**src/design/swv_pkg.sv**
```systemverilog
// Shared types, codes and tables for the square-wave voice.
package swv_pkg;

  typedef enum logic [2:0] {
    KindRegWrite = 3'd0,
    KindEnable   = 3'd1,
    KindTick     = 3'd2,
    KindQuarter  = 3'd3,
    KindHalf     = 3'd4
  } swv_kind_e;

  typedef enum logic [1:0] {
    RegCtrl     = 2'd0,
    RegSweep    = 2'd1,
    RegPeriodLo = 2'd2,
    RegPeriodHi = 2'd3
  } swv_reg_e;

  localparam int unsigned PeriodW   = 11;
  localparam logic [PeriodW-1:0] PeriodMin = 11'd8;
  localparam logic [3:0] DecayMax  = 4'd15;

  typedef struct packed {
    logic       clock;
    logic       start;
    logic       loop;
    logic [3:0] setting;
  } env_ctl_t;

  typedef struct packed {
    logic       half;
    logic       wr_sweep;
    logic       wr_lo;
    logic       wr_hi;
    logic [7:0] data;
  } swp_ctl_t;

  function automatic logic [7:0] length_for_index(input logic [4:0] idx);
    logic [7:0] val;
    case (idx)
      5'd0:  val = 8'd10;   5'd1:  val = 8'd254;
      5'd2:  val = 8'd20;   5'd3:  val = 8'd2;
      5'd4:  val = 8'd40;   5'd5:  val = 8'd4;
      5'd6:  val = 8'd80;   5'd7:  val = 8'd6;
      5'd8:  val = 8'd160;  5'd9:  val = 8'd8;
      5'd10: val = 8'd60;   5'd11: val = 8'd10;
      5'd12: val = 8'd14;   5'd13: val = 8'd12;
      5'd14: val = 8'd26;   5'd15: val = 8'd14;
      5'd16: val = 8'd12;   5'd17: val = 8'd16;
      5'd18: val = 8'd24;   5'd19: val = 8'd18;
      5'd20: val = 8'd48;   5'd21: val = 8'd20;
      5'd22: val = 8'd96;   5'd23: val = 8'd22;
      5'd24: val = 8'd192;  5'd25: val = 8'd24;
      5'd26: val = 8'd72;   5'd27: val = 8'd26;
      5'd28: val = 8'd16;   5'd29: val = 8'd28;
      5'd30: val = 8'd32;   5'd31: val = 8'd30;
      default: val = 8'd0;
    endcase
    return val;
  endfunction

  // bit n of the row is the output at duty step n
  function automatic logic duty_bit(input logic [1:0] sel, input logic [2:0] step);
    logic [7:0] row;
    case (sel)
      2'd0:    row = 8'b0000_0010;
      2'd1:    row = 8'b0000_0110;
      2'd2:    row = 8'b0001_1110;
      2'd3:    row = 8'b1111_1001;
      default: row = 8'b0000_0000;
    endcase
    return row[step];
  endfunction

endpackage

```
**src/design/swv_env.sv**
```systemverilog
// Envelope generator: start flag, divider and decay level.
module swv_env (
  input  logic              clk_i,
  input  logic              rst_ni,
  input  swv_pkg::env_ctl_t ctl_i,
  output logic [3:0]        decay_next_o
);
  import swv_pkg::*;

  logic       start_q, start_d;
  logic [3:0] div_q, div_d;
  logic [3:0] decay_q, decay_d;

  always_comb begin
    start_d = start_q;
    div_d   = div_q;
    decay_d = decay_q;
    if (ctl_i.start) begin
      start_d = 1'b1;
    end else if (ctl_i.clock) begin
      if (start_q) begin
        start_d = 1'b0;
        decay_d = DecayMax;
        div_d   = ctl_i.setting;
      end else if (div_q == 4'd0) begin
        if (decay_q != 4'd0) begin
          decay_d = decay_q - 4'd1;
        end else if (ctl_i.loop) begin
          decay_d = DecayMax;
        end
        div_d = ctl_i.setting;
      end else begin
        div_d = div_q - 4'd1;
      end
    end
  end

  always_ff @(posedge clk_i or negedge rst_ni) begin
    if (!rst_ni) begin
      start_q <= 1'b0;
      div_q   <= '0;
      decay_q <= '0;
    end else begin
      start_q <= start_d;
      div_q   <= div_d;
      decay_q <= decay_d;
    end
  end

  assign decay_next_o = decay_d;

endmodule

```
**src/design/swv_sweep.sv**
```systemverilog
// Sweep unit: period register, target calculation and mute flag.
module swv_sweep (
  input  logic                           clk_i,
  input  logic                           rst_ni,
  input  swv_pkg::swp_ctl_t              ctl_i,
  output logic [swv_pkg::PeriodW-1:0]    period_o,
  output logic                           muted_next_o
);
  import swv_pkg::*;

  logic               on_q, on_d;
  logic [2:0]         rate_q, rate_d;
  logic               down_q, down_d;
  logic [2:0]         amount_q, amount_d;
  logic               restart_q, restart_d;
  logic [2:0]         div_q, div_d;
  logic [PeriodW-1:0] period_q, period_d;
  logic               muted_q, muted_d;

  logic [PeriodW-1:0] change;
  logic [PeriodW:0]   sum;
  logic [PeriodW-1:0] diff;
  logic [PeriodW-1:0] target;
  logic               mute_now;

  assign change   = period_q >> amount_q;
  assign sum      = {1'b0, period_q} + {1'b0, change};
  assign diff     = period_q - change;
  assign target   = down_q ? diff : sum[PeriodW-1:0];
  assign mute_now = (period_q < PeriodMin) || (!down_q && sum[PeriodW]);

  always_comb begin
    on_d      = on_q;
    rate_d    = rate_q;
    down_d    = down_q;
    amount_d  = amount_q;
    restart_d = restart_q;
    div_d     = div_q;
    period_d  = period_q;
    muted_d   = muted_q;
    if (ctl_i.wr_sweep) begin
      on_d      = ctl_i.data[7];
      rate_d    = ctl_i.data[6:4];
      down_d    = ctl_i.data[3];
      amount_d  = ctl_i.data[2:0];
      restart_d = 1'b1;
    end
    if (ctl_i.wr_lo) begin
      period_d[7:0] = ctl_i.data;
    end
    if (ctl_i.wr_hi) begin
      period_d[PeriodW-1:8] = ctl_i.data[2:0];
    end
    if (ctl_i.half) begin
      muted_d = mute_now;
      if (div_q == 3'd0 && on_q && !mute_now && amount_q != 3'd0) begin
        period_d = target;
      end
      if (div_q == 3'd0 || restart_q) begin
        div_d     = rate_q;
        restart_d = 1'b0;
      end else begin
        div_d = div_q - 3'd1;
      end
    end
  end

  always_ff @(posedge clk_i or negedge rst_ni) begin
    if (!rst_ni) begin
      on_q      <= 1'b0;
      rate_q    <= '0;
      down_q    <= 1'b0;
      amount_q  <= '0;
      restart_q <= 1'b0;
      div_q     <= '0;
      period_q  <= '0;
      muted_q   <= 1'b0;
    end else begin
      on_q      <= on_d;
      rate_q    <= rate_d;
      down_q    <= down_d;
      amount_q  <= amount_d;
      restart_q <= restart_d;
      div_q     <= div_d;
      period_q  <= period_d;
      muted_q   <= muted_d;
    end
  end

  assign period_o     = period_q;
  assign muted_next_o = muted_d;

endmodule

```
**src/design/square_wave_voice_with_sweep_top.sv**
```systemverilog
// Square-wave voice: timer, duty sequencer, length counter, envelope and sweep.
//
// Input channel (in_valid_i / in_ready_o) carries one beat per event:
// kind_i selects a register write, enable write, timer tick, quarter-frame
// or half-frame clock; reg_index_i and data_byte_i carry the write.
// Output channel (out_valid_o / out_ready_i) returns one beat per input
// beat: level_o, the 0..15 voice level after that event.
// The voice state updates at the edge that takes the input beat; its level goes
// into the level register, or into the skid register while a level waits.
// Throughput is one beat per cycle while in_ready_o stays high.
// A two-entry output buffer (level register plus skid register) lets an
// input beat be taken while a level waits; in_ready_o drops only when both
// entries are full, i.e. after a beat was taken while the receiver stalled.
// Reset clears all voice state and empties the output buffer; the voice
// then reports level 0 until enabled and loaded.
module square_wave_voice_with_sweep_top (
  input  logic       clk_i,
  input  logic       rst_ni,
  input  logic       in_valid_i,
  output logic       in_ready_o,
  input  logic [2:0] kind_i,
  input  logic [1:0] reg_index_i,
  input  logic [7:0] data_byte_i,
  output logic       out_valid_o,
  input  logic       out_ready_i,
  output logic [3:0] level_o
);
  import swv_pkg::*;

  logic               in_fire, out_fire;
  swv_kind_e          kind;
  swv_reg_e           reg_sel;

  logic               voice_on_q, voice_on_d;
  logic [1:0]         duty_sel_q, duty_sel_d;
  logic [2:0]         step_q, step_d;
  logic [PeriodW-1:0] count_q, count_d;
  logic               halt_q, halt_d;
  logic [7:0]         length_q, length_d;
  logic               const_q, const_d;
  logic [3:0]         setting_q, setting_d;

  env_ctl_t           env_ctl;
  swp_ctl_t           swp_ctl;
  logic [3:0]         decay_next;
  logic [PeriodW-1:0] period;
  logic               muted_next;
  logic [3:0]         level_d;

  logic               out_valid_q, skid_valid_q;
  logic [3:0]         out_level_q, skid_level_q;

  assign in_ready_o = !skid_valid_q;
  assign in_fire    = in_valid_i && in_ready_o;
  assign out_fire   = out_valid_q && out_ready_i;
  assign kind       = swv_kind_e'(kind_i);
  assign reg_sel    = swv_reg_e'(reg_index_i);

  always_comb begin
    env_ctl         = '0;
    env_ctl.loop    = halt_q;
    env_ctl.setting = setting_q;
    swp_ctl         = '0;
    swp_ctl.data    = data_byte_i;
    if (in_fire) begin
      case (kind)
        KindRegWrite: begin
          env_ctl.start    = (reg_sel == RegCtrl) || (reg_sel == RegPeriodHi);
          swp_ctl.wr_sweep = (reg_sel == RegSweep);
          swp_ctl.wr_lo    = (reg_sel == RegPeriodLo);
          swp_ctl.wr_hi    = (reg_sel == RegPeriodHi);
        end
        KindQuarter: begin
          env_ctl.clock = 1'b1;
        end
        KindHalf: begin
          env_ctl.clock = 1'b1;
          swp_ctl.half  = 1'b1;
        end
        default: begin
        end
      endcase
    end
  end

  swv_env u_env (
    .clk_i        (clk_i),
    .rst_ni       (rst_ni),
    .ctl_i        (env_ctl),
    .decay_next_o (decay_next)
  );

  swv_sweep u_sweep (
    .clk_i        (clk_i),
    .rst_ni       (rst_ni),
    .ctl_i        (swp_ctl),
    .period_o     (period),
    .muted_next_o (muted_next)
  );

  always_comb begin
    voice_on_d = voice_on_q;
    duty_sel_d = duty_sel_q;
    step_d     = step_q;
    count_d    = count_q;
    halt_d     = halt_q;
    length_d   = length_q;
    const_d    = const_q;
    setting_d  = setting_q;
    if (in_fire) begin
      case (kind)
        KindRegWrite: begin
          if (reg_sel == RegCtrl) begin
            duty_sel_d = data_byte_i[7:6];
            halt_d     = data_byte_i[5];
            const_d    = data_byte_i[4];
            setting_d  = data_byte_i[3:0];
          end else if (reg_sel == RegPeriodHi) begin
            step_d   = '0;
            length_d = length_for_index(data_byte_i[7:3]);
          end
        end
        KindEnable: begin
          voice_on_d = data_byte_i[0];
          if (!data_byte_i[0]) begin
            length_d = '0;
          end
        end
        KindTick: begin
          if (count_q == '0) begin
            count_d = period;
            step_d  = step_q + 3'd1;
          end else begin
            count_d = count_q - PeriodW'(1);
          end
        end
        KindHalf: begin
          if (!halt_q && length_q != 8'd0) begin
            length_d = length_q - 8'd1;
          end
        end
        default: begin
        end
      endcase
    end
  end

  always_comb begin
    if (!voice_on_d || muted_next || length_d == 8'd0 || !duty_bit(duty_sel_d, step_d)) begin
      level_d = 4'd0;
    end else begin
      level_d = const_d ? setting_d : decay_next;
    end
  end

  always_ff @(posedge clk_i or negedge rst_ni) begin
    if (!rst_ni) begin
      voice_on_q <= 1'b0;
      duty_sel_q <= '0;
      step_q     <= '0;
      count_q    <= '0;
      halt_q     <= 1'b0;
      length_q   <= '0;
      const_q    <= 1'b0;
      setting_q  <= '0;
    end else begin
      voice_on_q <= voice_on_d;
      duty_sel_q <= duty_sel_d;
      step_q     <= step_d;
      count_q    <= count_d;
      halt_q     <= halt_d;
      length_q   <= length_d;
      const_q    <= const_d;
      setting_q  <= setting_d;
    end
  end

  // output buffer: level register with a skid entry behind it
  always_ff @(posedge clk_i or negedge rst_ni) begin
    if (!rst_ni) begin
      out_valid_q  <= 1'b0;
      skid_valid_q <= 1'b0;
    end else begin
      if (!out_valid_q || out_fire) begin
        if (skid_valid_q) begin
          out_valid_q  <= 1'b1;
          skid_valid_q <= in_fire;
        end else begin
          out_valid_q <= in_fire;
        end
      end else if (in_fire) begin
        skid_valid_q <= 1'b1;
      end
    end
  end

  always_ff @(posedge clk_i) begin
    if (!out_valid_q || out_fire) begin
      if (skid_valid_q) begin
        out_level_q  <= skid_level_q;
        skid_level_q <= level_d;
      end else begin
        out_level_q <= level_d;
      end
    end else if (in_fire) begin
      skid_level_q <= level_d;
    end
  end

  assign out_valid_o = out_valid_q;
  assign level_o     = out_level_q;

  a_skid_behind_out: assert property (@(posedge clk_i) disable iff (!rst_ni)
    skid_valid_q |-> out_valid_q)
    else $error("skid entry held with empty level register");

  a_beat_gives_result: assert property (@(posedge clk_i) disable iff (!rst_ni)
    in_fire |=> out_valid_q)
    else $error("accepted beat produced no result");

  a_disable_clears_length: assert property (@(posedge clk_i) disable iff (!rst_ni)
    in_fire && kind_i == KindEnable && !data_byte_i[0] |=> length_q == 8'd0)
    else $error("disable left length count nonzero");

  a_no_loss_on_stall: assert property (@(posedge clk_i) disable iff (!rst_ni)
    out_valid_q && !out_ready_i && skid_valid_q |=> skid_valid_q && out_valid_q)
    else $error("buffered level dropped during stall");

endmodule
```
**config.mk**
```make
export PLATFORM = sky130hd
export DESIGN_NAME = square_wave_voice_with_sweep_top
export DESIGN_NICKNAME = d
export VERILOG_FILES = /design/src/design/swv_pkg.sv /design/src/design/swv_env.sv /design/src/design/swv_sweep.sv /design/src/design/square_wave_voice_with_sweep_top.sv
export SDC_FILE = /design/constraint.sdc
export NUM_CORES = 1
export LEC_CHECK = 0
export BUFFER_PORTS_ARGS = -buffer_cell sky130_fd_sc_hd__buf_4
export CAP_MARGIN = 20
export CORE_ASPECT_RATIO = 1.4
export CORE_MARGIN = 2
export CORE_UTILIZATION = 45
export DETAILED_ROUTE_END_ITERATION = 6
export RECOVER_POWER = 100
export SYNTH_ARGS = -nofsm -noshare
export SYNTH_HDL_FRONTEND = slang
export SYNTH_SLANG_ARGS = --single-unit
```
**constraint.sdc**
```tcl
create_clock -name clk_i -period 3.4 [get_ports clk_i]
set_input_delay 1.02 -clock clk_i [delete_from_list [all_inputs] [get_ports clk_i]]
set_output_delay 1.02 -clock clk_i [all_outputs]
set_load 0.05 [all_outputs]
```
======== Yosys cells after proc, flatten, opt, wreduce, memory -nomap -nowiden ========
Memory sizes are Yosys's and may differ from the RTL's.
Index checks and enable logic that the tools add are counted.
cells by class
  $add $sub $neg .......................... 8
  order comparisons ....................... 2
  eq/ne operators ......................... 11
  shift operators ......................... 1
  mux-type cells .......................... 62
  bitwise operators ....................... 1
  reduce and logical (&&, ||, !) cells .... 38
operators by type and width
  cell                     count
  $mux W4                  18
  $mux W8                  6
  $mux W11                 4
  $pmux W8 S4              1
  $pmux W8 S3              1
  $mux W3                  7
  $mux W1                  19
  $add A11 B11 Y12         1
  $logic_not A11 Y1        1
  $lt A11 B4 Y1 const B    1
  $shr A11 B3 Y11          1
  $sub A11 B1 Y11 const B  1
  $sub A11 B11 Y11         1
  $eq A2 B2 Y1 const B     4
  $logic_not A8 Y1         1
  $mux W2                  4
  $reduce_bool A8 Y1       1
  $sub A4 B1 Y4 const B    2
  $sub A8 B1 Y8 const B    1
  $logic_and A1 B1 Y1      7
  $logic_not A1 Y1         7
  $logic_or A1 B1 Y1       7
  $eq A3 B2 Y1 const B     2
  $logic_not A3 Y1         2
  18 further kinds         23
storage, ports and cells
  bits in registers ....................... 74
  memory bits (read-only) ................. 224
  input bits .............................. 17
  output and inout port bits .............. 6
  word-level logic and storage cells ...... 147
  memories ................................ 1
memory list
  memory            depth  bits a word  rd ports  clocked after Yosys merged registers in  write ports  RTL line       text
  (name not given)  32     7            1         0                                        0            swv_pkg.sv:40  case (idx)

======== Longest topological paths before layout ========
Gate-level depths: netlist (run 1).
  depth after elaboration ................. 13
  depth in mapped cells ................... 15
  depth with buffers taken out ............ 14

======== Hierarchy ========
Synthesis (run 1) repeated with hierarchy kept, for this count alone.
second synthesis, totals
  cell total of the unflattened synthesis .. 683
  area, all modules ....................... 6025.8 sq um
by module, submodules not included
  module                            times used  cells an instance  area an instance (sq um)  sequential area each (sq um)
  square_wave_voice_with_sweep_top  1           321                2915.3                    1066.0
  swv_sweep                         1           300                2556.2                    600.6
  swv_env                           1           62                 554.3                     225.2

======== Worst setup path after synthesis (run 1) ========
Ideal clock, no wire load.
  path kind ............................... input to register
  from .................................... in reg_index_i[0]
  to ...................................... reg out_level_q[0], in the netlist level_o[0], data pin
  setup time .............................. 0.271 ns
  data arrival time ....................... 3.210 ns
  required time ........................... 3.129 ns
  path slack .............................. -0.082 ns
  stages on the path ...................... 10
  buffers on the path ..................... 1
  path through ............................ inv_1 ha_1 nand3_1 clkbuf_1 mux2_2 ha_1 a211oi_1 a2111oi_2 nor4_4 o31ai_2
on the way
  word-level cells in the longest chain between the ends .. 12
  elaborated cells between the ends (all ways) .. 37
  those cells by class .................... 4 x eq/ne; 26 x mux; 7 x reduce/logical
RTL lines
  what                                        RTL line                                 text
  start: declaration                          square_wave_voice_with_sweep_top.sv:22   input logic [1:0] reg_index_i,
  $logic_not A2 Y1 (*)                        square_wave_voice_with_sweep_top.sv:113  if (reg_sel == RegCtrl) begin
  $mux W2 (*)                                 square_wave_voice_with_sweep_top.sv:113
  $mux W2 (*)                                 square_wave_voice_with_sweep_top.sv:111  case (kind)
  $mux W2 (*)                                 square_wave_voice_with_sweep_top.sv:110  if (in_fire) begin
  named net duty_sel_d[1]                     square_wave_voice_with_sweep_top.sv:35   logic [1:0] duty_sel_q, duty_sel_d;
  $eq A2 B2 Y1, or another cell as far along  swv_pkg.sv:65                            case (sel)
  $pmux W8 S4 (*)                             swv_pkg.sv:65
  $bmux W1 S3 (*)                             swv_pkg.sv:72                            return row[step];
  $mux W1 (implied by the code) (*)           swv_pkg.sv:72
  $logic_not A1 Y1 (*)                        square_wave_voice_with_sweep_top.sv:149  if (!voice_on_d || muted_next || length_d == 8'd0 || !duty_bit(duty_sel_d, step_d)) begin
  $logic_or A1 B1 Y1 (*)                      square_wave_voice_with_sweep_top.sv:149
  $mux W4 (*)                                 square_wave_voice_with_sweep_top.sv:149
  $mux W4 (*)                                 square_wave_voice_with_sweep_top.sv:199  if (skid_valid_q) begin
  end signal: assignment                      square_wave_voice_with_sweep_top.sv:200  out_level_q <= skid_level_q;
  end signal: assignment                      square_wave_voice_with_sweep_top.sv:203  out_level_q <= level_d;
  end: declaration                            square_wave_voice_with_sweep_top.sv:51   logic [3:0] out_level_q, skid_level_q;
Mark *: on every way through the listed nets, which the timed path passes. The rest lies on a longest branch. The select of a mux whose other input is x is not followed.
A chain may end at the register's enable or synchronous reset.

======== Worst setup path after layout (run 1) ========
  from .................................... reg u_sweep.amount_q[0]
  to ...................................... reg out_level_q[0], in the netlist level_o[0], data pin
on the way
  word-level cells in the longest chain between the ends .. 10
RTL lines
  what                              RTL line                                 text
  start: declaration                swv_sweep.sv:14                          logic [2:0] amount_q, amount_d;
  start signal: assignment          swv_sweep.sv:82                          amount_q <= amount_d;
  $shr A11 B3 Y11                   swv_sweep.sv:26                          assign change = period_q >> amount_q;
  $add A11 B11 Y12                  swv_sweep.sv:27                          assign sum = {1'b0, period_q} + {1'b0, change};
  $logic_and A1 B1 Y1               swv_sweep.sv:30                          assign mute_now = (period_q < PeriodMin) || (!down_q && sum[PeriodW]);
  $logic_or A1 B1 Y1                swv_sweep.sv:30
  $mux W1                           swv_sweep.sv:54                          if (ctl_i.half) begin
  $logic_or A1 B1 Y1 (3 in series)  square_wave_voice_with_sweep_top.sv:149
  $mux W4                           square_wave_voice_with_sweep_top.sv:149
  $mux W4                           square_wave_voice_with_sweep_top.sv:199
Every way passes these cells.

==> results of run 1 <==
## area by class of cell
class	count	share of cell area [%]
sequential	74	27.3
timing repair buffer	86	8.55
clock buffer	9	3.25
tap	153	2.76
inverter	47	2.55
clock inverter	7	1.19
multi-input combinational	519	54.4
## sequential cells by signal (all words and copies together), names as in the netlist, 2 cells and up
register and flops:
count_q 11, u_sweep.period_o 11, length_q 8, level_o 4
setting_q 4, skid_level_q 4, u_env.decay_q 4, u_env.div_q 4
step_q 3, u_sweep.amount_q 3, u_sweep.div_q 3, u_sweep.rate_q 3
duty_sel_q 2
## critical path, stage by stage (launching register included)
cell,delay [ns]
dfrtp_2,0.44
buf_4,0.14
mux2_2,0.33
mux2i_1,0.16
buf_4,0.13
o22a_1,0.18
ha_1,0.27
nor3_1,0.19
o21ai_1,0.14
nor3b_2,0.19
o31a_1,0.30
buf_4,0.18
o211ai_1,0.26
o31ai_2,0.08
## cells by family (layout without fill, tap and decap cells)
family	count (synthesis)	in the layout	synth area share, %
multiplexers	51	51	9.28
AND/OR/NAND/NOR	226	226	21.4
adder cells (fa/ha/maj)	45	45	9.79
XOR/XNOR	8	8	1.19
buffers and inverters	74	149	5.23
AO/OA/AOI/OAI	189	189	21.1
flip-flops	74	74	32.0
## cells in the final DEF, fill, tap and decap left out, types with 12 or more instances in the layout
cell / instances
nor4_1: 12
inv_1: 47
mux2i_1: 30
o21ai_0: 40
nor2_1: 50
buf_4: 62
clkbuf_1: 18
ha_1: 43
nand2_1: 45
mux2_2: 17
dfrtp_1: 65
nand2b_1: 15
o211ai_1: 12
nor3_1: 25
nand3_1: 13
a21oi_1: 46
## worst min-delay path by stage
stage                                   from                            end  slack (ns)  cells past startpoint
2_1_floorplan  u_sweep.rate_q[0]$_DFFE_PN0P_  u_sweep.rate_q[0]$_DFFE_PN0P_        0.45                      2
3_3_place_gp   u_sweep.rate_q[1]$_DFFE_PN0P_  u_sweep.rate_q[1]$_DFFE_PN0P_        0.47                      2
3_5_place_dp   u_sweep.rate_q[1]$_DFFE_PN0P_  u_sweep.rate_q[1]$_DFFE_PN0P_        0.48                      2
4_1_cts        u_sweep.rate_q[1]$_DFFE_PN0P_  u_sweep.rate_q[1]$_DFFE_PN0P_        0.49                      2
5_1_grt        u_sweep.rate_q[1]$_DFFE_PN0P_  u_sweep.rate_q[1]$_DFFE_PN0P_        0.51                      2
6_report       u_sweep.rate_q[1]$_DFFE_PN0P_  u_sweep.rate_q[1]$_DFFE_PN0P_        0.48                      2
## power by group through the flow
stage / logic, uW / clock network [uW] / registers (uW)
after CTS: 2280 / 1020 / 1310
after global placement: 2200 / 0 / 1310
after global routing: 2610 / 1070 / 1340
final: 2340 / 1020 / 1320
after detailed placement: 2260 / 0 / 1320
after floorplan: 1550 / 0 / 1270
## repair_timing
item,CTS,global route
pin swaps,0,4
buffers inserted,0,2
hold buffers,0,0
setup endpoints to repair,5,19
hold endpoints to repair,0,0
resized for setup,3,19
## metrics by stage
stage / cell area [um2] / setup slack, ns / std cells / setup TNS, ns / utilization, %
after global routing: 6920 / -0.0301 / 895 / -0.0640 / 54.0
after global placement: 6610 / -0.206 / 877 / -1.66 / 51.6
final: 6920 / 0.145 / 895 / 0 / 54.0
after CTS: 6930 / 0.0182 / 893 / 0 / 54.1
after detailed placement: 6610 / -0.176 / 877 / -1.38 / 51.6
after floorplan: 5910 / 0.0875 / 667 / 0 / -
## layer usage
layer / track usage (%) / up-vias
met5: 0 / -
met4: 10.5 / 0
met3: 3.57 / 47
met2: 44.0 / 120
met1: 27.5 / 2617
li1: - / 2604
==> out/metrics.csv, run 1 <==
metric,value,unit
Synth Flop Type,dfrtp_1,
Gate power share,50.1,%
final wirelength,16.8,mm
Max Clock Skew,0.00892,ns
Initial Utilization,46.1,%
synthesized area,5900,um2
CP arrival,3.36,ns
Port Buffers,22,
Max VDD drop,0.384,mV
reg2reg end,level_o[0]$_DFFE_PN_,
fillcell total,1176,
CP Launch Type,flop,
met2 wire len,8.86,mm
metal3 WL,486,um
Syn-to-layout area delta,17.3,%
first-pass GRT wire length,26.6,mm
synth cell count leaders,"66 x dfrtp_1, 50 x a21oi_1, 50 x nor2_1, 47 x inv_1",
# IOs,23,
sequential area share after synthesis,32.0,%
clock-pin transition on the worst setup and hold timing paths,0.07,ns
"antenna viol nets, final",0,
Clock Path Buffers,2,
Final Hold Fails,0,
FMAX,0.307,GHz
largest fanout on the critical path,10,
CP endpoint,level_o[0]$_DFFE_PN_,
total number of vias,5388,
Post-synth ARST share,89.2,%
via/cell ratio,6.02,
Leak Pwr,0.00314,uW
worst r2r path cells,13,
Final min period,3.25,ns
WHS,0.484,ns
Overall Global Routing Usage,24.2,%
Hold/Removal Path Class,flop to flop,
Mapped Cells,667,
CP endpoint kind,flop,
final setup fails,0,
FF-to-FF setup slack,0.15,ns
clock sinks,74,
CTS Buf Count,9,
vias in the first global route,5347,
Worst EP required,3.50,ns
Max-slew headroom,-17.7,%
core area,12800,um2
Met1 Wirelength,6.81,mm
initial antenna violation count,0,
"Clk Latency, worst-skew pair",0.35,ns
hpwl dp,12.8,mm
clock network power share,21.7,%
sequential cell area,1890,um2
routed len/inst,18.8,um
fin crit share,95.7,%
GPL Wtd Cong,0.865,
H-tree levels,3,
largest net degree at the start of global routing,67,
chip height,140,um
area of the multi-input gates,3760,um2
CTS root buf,clkbuf_16,
Synth cell types,87,
RR Startpoint,u_sweep.amount_q[0]$_DFFE_PN0P_,
Psw,1960,uW
top-area cell type share of the netlist area,28.0,%
DRT Pass-1 Iters,5,
Power Density,675,nW/um2
DIE AREA,14100,um2
uppermost layer routed,met4,
Flop pwr share,28.2,%
n_diodes,0,
total power,4670,uW
Post-synth EDFFs,8,
Synth Area per Inst,8.85,um2
Mapped Nets,729,
slew at the pin with the worst max-slew slack,1.77,ns
critical path class,flop to flop,
Sw Share,41.9,%
TritonCTS clock tree,yes,
total gr overflow,0,
DIE WIDTH,101,um
Int Pwr,2720,uW
drt drc,0,
Area contributors post-synth,"dfrtp_1 28%, ha_1 9.1%, mux2i_1 5.1%",
Rows,49,
Synth Register Bits,74,
share of layout cells above drive strength 1,18.6,%
outcome,"finished, violations left",
Yosys Warn Count,0,
Final Max Slew Viols,67,
DRT iter0 DRCs,269,
"count leader, synth",dfrtp_1,
fin nets,799,
CP startpoint,u_sweep.amount_q[0]$_DFFE_PN0P_,
largest area contributor in the netlist,dfrtp_1,
# Max-Cap Violations,1,
violated checks,"max-capacitance violations, max-slew violations",
Note: power is estimated with default switching activity, not from simulation.
==> inputs of run 2 (changes only) <==
==> constraint.sdc (replaced) <==
create_clock -name clk_i -period 3.4 [get_ports clk_i]
set_input_delay 0.34 -clock clk_i [delete_from_list [all_inputs] [get_ports clk_i]]
set_output_delay 0.34 -clock clk_i [all_outputs]
set_load 0.05 [all_outputs]
==> out/metrics.csv, run 2 (same netlist as run 1, synthesis figures left out) <==
metric,value,unit,change
outcome,"finished, violations left",,unchanged
violated checks,"max-capacitance violations, max-slew violations",,unchanged
Hold/Removal Path Class,input pin to flop,,was flop to flop
met2 Use GR,42.5,%,was 44.0%
hold path startpoint,in_valid_i,,was u_sweep.rate_q[1]$_DFFE_PN0P_
share of layout cells above drive strength 1,15.7,%,was 18.6%
critical path class,flop to flop,,unchanged
drt drc,0,,unchanged
RR Startpoint,u_sweep.amount_q[0]$_DFFE_PN0P_,,unchanged
final setup fails,0,,unchanged
Leak Pwr,0.00303,uW,was 0.00314 uW
Setup TNS,0,ns,unchanged
CTS Hold Bufs,0,,unchanged
Psw,1900,uW,was 1960 uW
core area,12800,um2,unchanged
fin crit share,94.3,%,was 95.7%
vias in the first global route,5251,,was 5347
Final Max Slew Viols,67,,unchanged
total gr overflow,0,,unchanged
largest fanout on the critical path,9,,was 10
TritonCTS clock tree,yes,,unchanged
"Critical Path, Cell by Cell",buf_4 -> mux2_2 -> mux2_2 -> o21ai_1 -> ha_1 -> nor3_1 -> o21ai_1 -> nor3b_2 -> o31a_1 -> clkbuf_4 -> nand2_2 -> mux2i_1,,was buf_4 -> mux2_2 -> mux2i_1 -> buf_4 -> o22a_1 -> ha_1 -> nor3_1 -> o21ai_1 -> nor3b_2 -> o31a_1 -> buf_4 -> o211ai_1 -> o31ai_2
# IOs,23,,unchanged
post-route cell area,6680,um2,was 6920 um2
total number of vias,5283,,was 5388
Flop pwr share,28.9,%,was 28.2%
Layout Cells excl Fill,868,,was 895
Int Pwr,2630,uW,was 2720 uW
slew at the pin with the worst max-slew slack,1.72,ns,was 1.77 ns
total power,4540,uW,was 4670 uW
placed insts,848,,was 877
Max VDD drop,0.311,mV,was 0.384 mV
chip height,140,um,unchanged
DIE WIDTH,101,um,unchanged
Final min period,3.21,ns,was 3.25 ns
DRT iter0 DRCs,228,,was 269
CTS Buf Count,9,,unchanged
Top Usage Layer GRT,met2,,unchanged
DRT Pass-1 Iters,5,,unchanged
Placed Area,6380,um2,was 6610 um2
clock sinks,74,,unchanged
Max Clock Skew,0.00538,ns,was 0.00892 ns
first-pass GRT wire length,26.5,mm,was 26.6 mm
n_diodes,0,,unchanged
via/cell ratio,6.09,,was 6.02
clock network power share,22.2,%,was 21.7%
fin nets,772,,was 799
CTS root buf,clkbuf_16,,unchanged
CP endpoint kind,flop,,unchanged
met1 Track Usage GR,27.6,%,was 27.5%
Power Density,679,nW/um2,was 675 nW/um2
"Clk Latency, worst-skew pair",0.34,ns,was 0.35 ns
initial antenna violation count,0,,unchanged
"Buf+Inv Stages, Crit Path",2,,was 3
DIE AREA,14100,um2,unchanged
CP max stage cell,dfrtp_2,,unchanged
GPL Wtd Cong,0.880,,was 0.865
Sw Share,42.0,%,was 41.9%
Rows,49,,unchanged
"commonest non-fill, non-tap cells in the layout","64 x dfrtp_1, 51 x nor2_1, 49 x a21oi_1, 47 x inv_1, 46 x buf_4",,"was 65 x dfrtp_1, 62 x buf_4, 50 x nor2_1, 47 x inv_1, 46 x a21oi_1"
CP Launch Type,flop,,unchanged
H-tree levels,3,,unchanged
Syn-to-layout area delta,13.2,%,was 17.3%
routed len/inst,18.6,um,was 18.8 um
crit-path max cell delay,0.42,ns,was 0.44 ns
CP arrival,3.47,ns,was 3.36 ns
"most common cell after layout, fill and taps aside",dfrtp_1,,unchanged
Initial Utilization,46.1,%,unchanged
Final Hold Fails,0,,unchanged
largest net degree at the start of global routing,67,,unchanged
Max-slew headroom,-14.6,%,was -17.7%
clock-pin transition on the worst setup and hold timing paths,0.06,ns,was 0.07 ns
final wirelength,16.1,mm,was 16.8 mm
# Max-Cap Violations,1,,unchanged
GR Layer Usage met3,2.66,%,was 3.57%
"antenna viol nets, final",0,,unchanged
Port Buffers,22,,unchanged
Worst EP required,3.66,ns,was 3.50 ns
hpwl dp,12.5,mm,was 12.8 mm
FMAX,0.312,GHz,was 0.307 GHz
RSZ-0062 raised after global routing,false,,
Gate power share,48.9,%,was 50.1%
"delay-heaviest family, CP",multiplexers,,was compound AO/OA/AOI/OAI gates
CP startpoint,u_sweep.amount_q[0]$_DFFE_PN0P_,,unchanged
Clock Path Buffers,2,,unchanged
Overall Global Routing Usage,23.9,%,was 24.2%
WHS,0.248,ns,was 0.484 ns
[run 2: final timing paths]
| kind | to | slack [ns] | depth (start not counted) |
|---|---|---|---|
| setup / recovery | u_sweep.period_o[0]$_DFF_PN0_ | 0.19 | 12 |
| max in group asynchronous | u_sweep.amount_q[1]$_DFFE_PN0P_ | 1.80 | 1 |
| min in group asynchronous | length_q[0]$_DFF_PN0_ | 0.44 | 1 |
| setup reg to reg | u_sweep.period_o[0]$_DFF_PN0_ | 0.19 | 12 |
| hold reg to reg | u_sweep.rate_q[0]$_DFFE_PN0P_ | 0.49 | 2 |
| hold / removal | out_valid_o$_DFFE_PN0N_ | 0.25 | 3 |
[run 2: routing by layer]
metal	part of all wire (%)	vias to the layer above
met5	0	-
met4	4.8	0
met3	3.0	49
met2	53	120
met1	40	2576
li1	-	2538
[run 2: layout make-up]
| class | instances | area [um2] |
|---|---|---|
| timing repair buffer | 59 | 399 |
| tap | 153 | 191 |
| clock inverter | 7 | 83.8 |
| multi-input combinational | 519 | 3710 |
| inverter | 47 | 176 |
| clock buffer | 9 | 225 |
| sequential | 74 | 1890 |
| fill | 1209 | 6130 |
[run 2: tightest hold or removal path: cells and delay by family]
family / cells / cell delay [ns]
simple gates: 2 / 0.11
buf+inv: 1 / 0.10
[run 2: per-stage QoR]
step	utilization, %	worst slack (ns)
final	52.2	0.194
after CTS	52.2	0.0267
after floorplan	-	0.224
after global placement	49.8	0.127
after global routing	52.2	0.00215
after detailed placement	49.8	0.0404
[run 2: power groups by stage]
| stage | combinational (uW) | sequential, uW | clock, uW |
|---|---|---|---|
| 5_1_grt | 2480 | 1340 | 1060 |
| 4_1_cts | 2190 | 1310 | 1020 |
| 3_5_place_dp | 2170 | 1320 | 0 |
| 6_report | 2220 | 1310 | 1010 |
| 3_3_place_gp | 2120 | 1310 | 0 |
| 2_1_floorplan | 1550 | 1270 | 0 |
[run 2: timing repair]
item | CTS | global route
setup endpoints to repair | 0 | 20
resized for setup | 0 | 17
setup buffers | 0 | 4
==> inputs of run 3 (changes only) <==
--- a/config.mk
+++ b/config.mk
@@ -7,2 +7,3 @@
 export LEC_CHECK = 0
+export ABC_AREA = 1
 export BUFFER_PORTS_ARGS = -buffer_cell sky130_fd_sc_hd__buf_4
@@ -14,2 +15,3 @@
 export RECOVER_POWER = 100
+export SKIP_CTS_REPAIR_TIMING = 1
 export SYNTH_ARGS = -nofsm -noshare
--- a/constraint.sdc
+++ b/constraint.sdc
@@ -3,2 +3,2 @@
 set_output_delay 0.34 -clock clk_i [all_outputs]
-set_load 0.05 [all_outputs]
+set_load 0.02 [all_outputs]
==> out/metrics.csv, run 3 <==
metric,value,unit,change
"most common cell after layout, fill and taps aside",nand2_1,,was dfrtp_1
Sw Share,46.7,%,was 42.0%
Int Pwr,2570,uW,was 2630 uW
CP endpoint kind,flop,,unchanged
GPL Wtd Cong,0.887,,was 0.880
violated checks,"max-capacitance violations, max-slew violations",,unchanged
post-layout util,50.0,%,was 52.2%
largest fanout on the critical path,12,,was 9
dominant combinational cell family by area after synthesis,simple AND/OR/NAND/NOR gates,,unchanged
fin nets,961,,was 772
Area contributors post-synth,"dfrtp_1 27%, nand2_1 14%, ha_1 8.8%",,"was dfrtp_1 28%, ha_1 9.1%, mux2i_1 5.1%"
adder-cell share of the synthesized area,9.47,%,was 9.79%
Clock Path Buffers,2,,unchanged
post-synthesis xor/xnor area fraction,1.86,%,was 1.19%
Post-synth ARST share,89.2,%,unchanged
first-pass GRT wire length,27.0,mm,was 26.5 mm
Psw,2250,uW,was 1900 uW
Worst EP required,3.60,ns,was 3.66 ns
"Clk Latency, worst-skew pair",0.34,ns,about the same
DIE WIDTH,102,um,was 101 um
worst r2r path cells,18,,was 12
Gate power share,50.8,%,was 48.9%
clock sinks,74,,unchanged
routed len/inst,15.4,um,was 18.6 um
synth cell count leaders,"221 x nand2_1, 124 x inv_1, 90 x o21ai_0, 72 x nor2_1, 66 x dfrtp_1",,"was 66 x dfrtp_1, 50 x a21oi_1, 50 x nor2_1, 47 x inv_1"
clock network power share,21.1,%,was 22.2%
total number of vias,5712,,was 5283
RR Startpoint,u_sweep.amount_q[2]$_DFFE_PN0P_,,was u_sweep.amount_q[0]$_DFFE_PN0P_
DRT Pass-1 Iters,5,,unchanged
Max Clock Skew,0.00835,ns,was 0.00538 ns
Mapped Cells,877,,was 667
"count leader, synth",nand2_1,,was dfrtp_1
"commonest non-fill, non-tap cells in the layout","228 x nand2_1, 128 x inv_1, 95 x o21ai_0, 74 x nor2_1, 65 x dfrtp_1",,"was 64 x dfrtp_1, 51 x nor2_1, 49 x a21oi_1, 47 x inv_1, 46 x buf_4"
DIE AREA,14500,um2,was 14100 um2
Max VDD drop,0.449,mV,was 0.311 mV
Synth Flop Type,dfrtp_1,,unchanged
Rows,50,,was 49
Final Hold Fails,0,,unchanged
via/cell ratio,5.26,,was 6.09
Synth Register Bits,74,,unchanged
Yosys Warn Count,0,,unchanged
# Max-Cap Violations,1,,unchanged
fillcell total,1358,,was 1209
placed insts,1070,,was 848
clock-pin transition on the worst setup and hold timing paths,0.07,ns,was 0.06 ns
final wirelength,16.7,mm,was 16.1 mm
post-route cell area,6670,um2,was 6680 um2
CP arrival,3.34,ns,was 3.47 ns
hold endpoint,out_valid_o$_DFFE_PN0N_,,unchanged
Hold Path Depth,3,,unchanged
CP Launch Type,flop,,unchanged
Post-synth EDFFs,8,,unchanged
drt drc,0,,unchanged
chip height,142,um,was 140 um
synthesized area,6110,um2,was 5900 um2
largest area contributor in the netlist,dfrtp_1,,unchanged
RSZ-0062 raised after global routing,false,,unchanged
H-tree levels,3,,unchanged
FMAX,0.318,GHz,was 0.312 GHz
CTS root buf,clkbuf_16,,unchanged
Leak Pwr,0.00333,uW,was 0.00303 uW
Port Buffers,22,,unchanged
Layout Cells excl Fill,1086,,was 868
hold path startpoint,in_valid_i,,unchanged
Synth Area per Inst,6.96,um2,was 8.85 um2
Setup TNS,0,ns,unchanged
TritonCTS clock tree,yes,,unchanged
top-area cell type share of the netlist area,27.0,%,was 28.0%
"antenna viol nets, final",0,,unchanged
share of layout cells above drive strength 1,8.85,%,was 15.7%
initial antenna violation count,0,,unchanged
# IOs,23,,unchanged
Max-slew headroom,-16.9,%,was -14.6%
vias in the first global route,5495,,was 5251
critical path class,flop to flop,,unchanged
final setup fails,0,,unchanged
DRT iter0 DRCs,245,,was 228
Synth Area in Simple Gates,29.2,%,was 21.4%
Final min period,3.15,ns,was 3.21 ns
Final Max Slew Viols,67,,unchanged
Placed Area,6460,um2,was 6380 um2
Synth cell types,54,,was 87
hpwl dp,13.1,mm,was 12.5 mm
Initial Utilization,45.8,%,was 46.1%
complex-gate fraction of the synthesized area,17.9,%,was 21.1%
Power Density,722,nW/um2,was 679 nW/um2
Flop pwr share,28.2,%,was 28.9%
post-synthesis mux area share,0.533,%,was 9.28%
Overall Global Routing Usage,24.1,%,was 23.9%
fin crit share,92.5,%,was 94.3%
reg2reg end,skid_level_q[0]$_DFFE_PP_,,was u_sweep.period_o[0]$_DFF_PN0_
outcome,"finished, violations left",,unchanged
Syn-to-layout area delta,9.20,%,was 13.2%
largest net degree at the start of global routing,67,,unchanged
n_diodes,0,,unchanged
CTS Buf Count,9,,unchanged
slew at the pin with the worst max-slew slack,1.75,ns,was 1.72 ns
Hold/Removal Path Class,input pin to flop,,unchanged
core area,13300,um2,was 12800 um2
Mapped Nets,939,,was 729
total gr overflow,0,,unchanged
FF-to-FF setup slack,0.25,ns,was 0.19 ns
sequential area share after synthesis,31.0,%,was 32.0%
[run 3: cell count changes after synthesis, moves of 14 or more]
| cell | before | now |
|---|---|---|
| o21ai_0 | 45 | 90 |
| nand2b_1 | 15 | 0 |
| mux2_2 | 19 | 2 |
| nor3_1 | 25 | 9 |
| mux2i_1 | 30 | 1 |
| inv_1 | 47 | 124 |
| nand3_1 | 13 | 50 |
| a21oi_1 | 50 | 36 |
| nor2_1 | 50 | 72 |
| nand2_1 | 45 | 221 |
[run 3: cell type report]
type	instances	area [um2]	area share, %
Clock buffer	9	225	3.38
Clock inverter	7	85.1	1.28
Inverter	139	529	7.94
Multi-Input combinational cell	647	3520	52.8
Sequential cell	74	1890	28.4
Tap cell	182	228	3.42
Timing Repair Buffer	28	189	2.83
[run 3: critical path, stage by stage (launching register included)]
cell and delay [ns]:
dfrtp_1 0.55, nor2_1 0.10, inv_1 0.18, o22ai_1 0.12
a21oi_1 0.19, inv_1 0.07, ha_1 0.34, inv_1 0.13
a21oi_1 0.14, nand2_1 0.13, nand3_1 0.10, nand2_1 0.11
nand3_1 0.10, nand2_1 0.10, a21boi_2 0.16, nand2_2 0.08
nor2_4 0.17, nand2_4 0.10, a21oi_2 0.12
[run 3: metrics by stage]
stage / hold slack [ns] / setup slack [ns] / power (uW)
2_1_floorplan: 0.0444 / 0.547 / 3160
3_3_place_gp: 0.472 / 0.217 / 3810
3_5_place_dp: 0.472 / 0.153 / 3830
4_1_cts: 0.156 / 0.131 / 4860
5_1_grt: 0.265 / 0.00575 / 5220
6_report: 0.230 / 0.254 / 4810
[run 3: per-layer routing]
| layer | track usage, % | wire length [um] |
|---|---|---|
| met5 | 0 | 0 |
| met4 | 7.51 | 351 |
| met3 | 2.96 | 495 |
| met2 | 44.3 | 8890 |
| met1 | 28.5 | 6960 |
[run 3: logic make-up (layout without fill, tap and decap cells)]
family | after synthesis | after routing
compound gates | 185 | 185
flops | 74 | 74
mux | 3 | 3
buf+inv | 156 | 183
fa+ha+maj | 45 | 45
xor+xnor | 13 | 13
simple gates | 401 | 401
[run 3: worst max path at each step]
| stage | start | end | slack (ns) |
|---|---|---|---|
| 2_1_floorplan | u_sweep.amount_q[0]$_DFFE_PN0P_ | skid_level_q[2]$_DFFE_PP_ | 0.55 |
| 3_3_place_gp | u_sweep.amount_q[0]$_DFFE_PN0P_ | u_sweep.period_o[10]$_DFF_PN0_ | 0.22 |
| 3_5_place_dp | u_sweep.amount_q[0]$_DFFE_PN0P_ | skid_level_q[2]$_DFFE_PP_ | 0.15 |
| 4_1_cts | u_sweep.amount_q[0]$_DFFE_PN0P_ | skid_level_q[0]$_DFFE_PP_ | 0.13 |
| 5_1_grt | u_sweep.amount_q[0]$_DFFE_PN0P_ | u_sweep.period_o[1]$_DFF_PN0_ | 0.006 |
| 6_report | u_sweep.amount_q[2]$_DFFE_PN0P_ | skid_level_q[0]$_DFFE_PP_ | 0.25 |
[run 3: power by group through the flow]
| stage | clock network, uW | registers (uW) | logic, uW |
|---|---|---|---|
| after floorplan | 0 | 1290 | 1870 |
| after global placement | 0 | 1360 | 2450 |
| after detailed placement | 0 | 1370 | 2460 |
| after CTS | 1030 | 1350 | 2480 |
| after global routing | 1070 | 1390 | 2770 |
| final | 1010 | 1360 | 2440 |
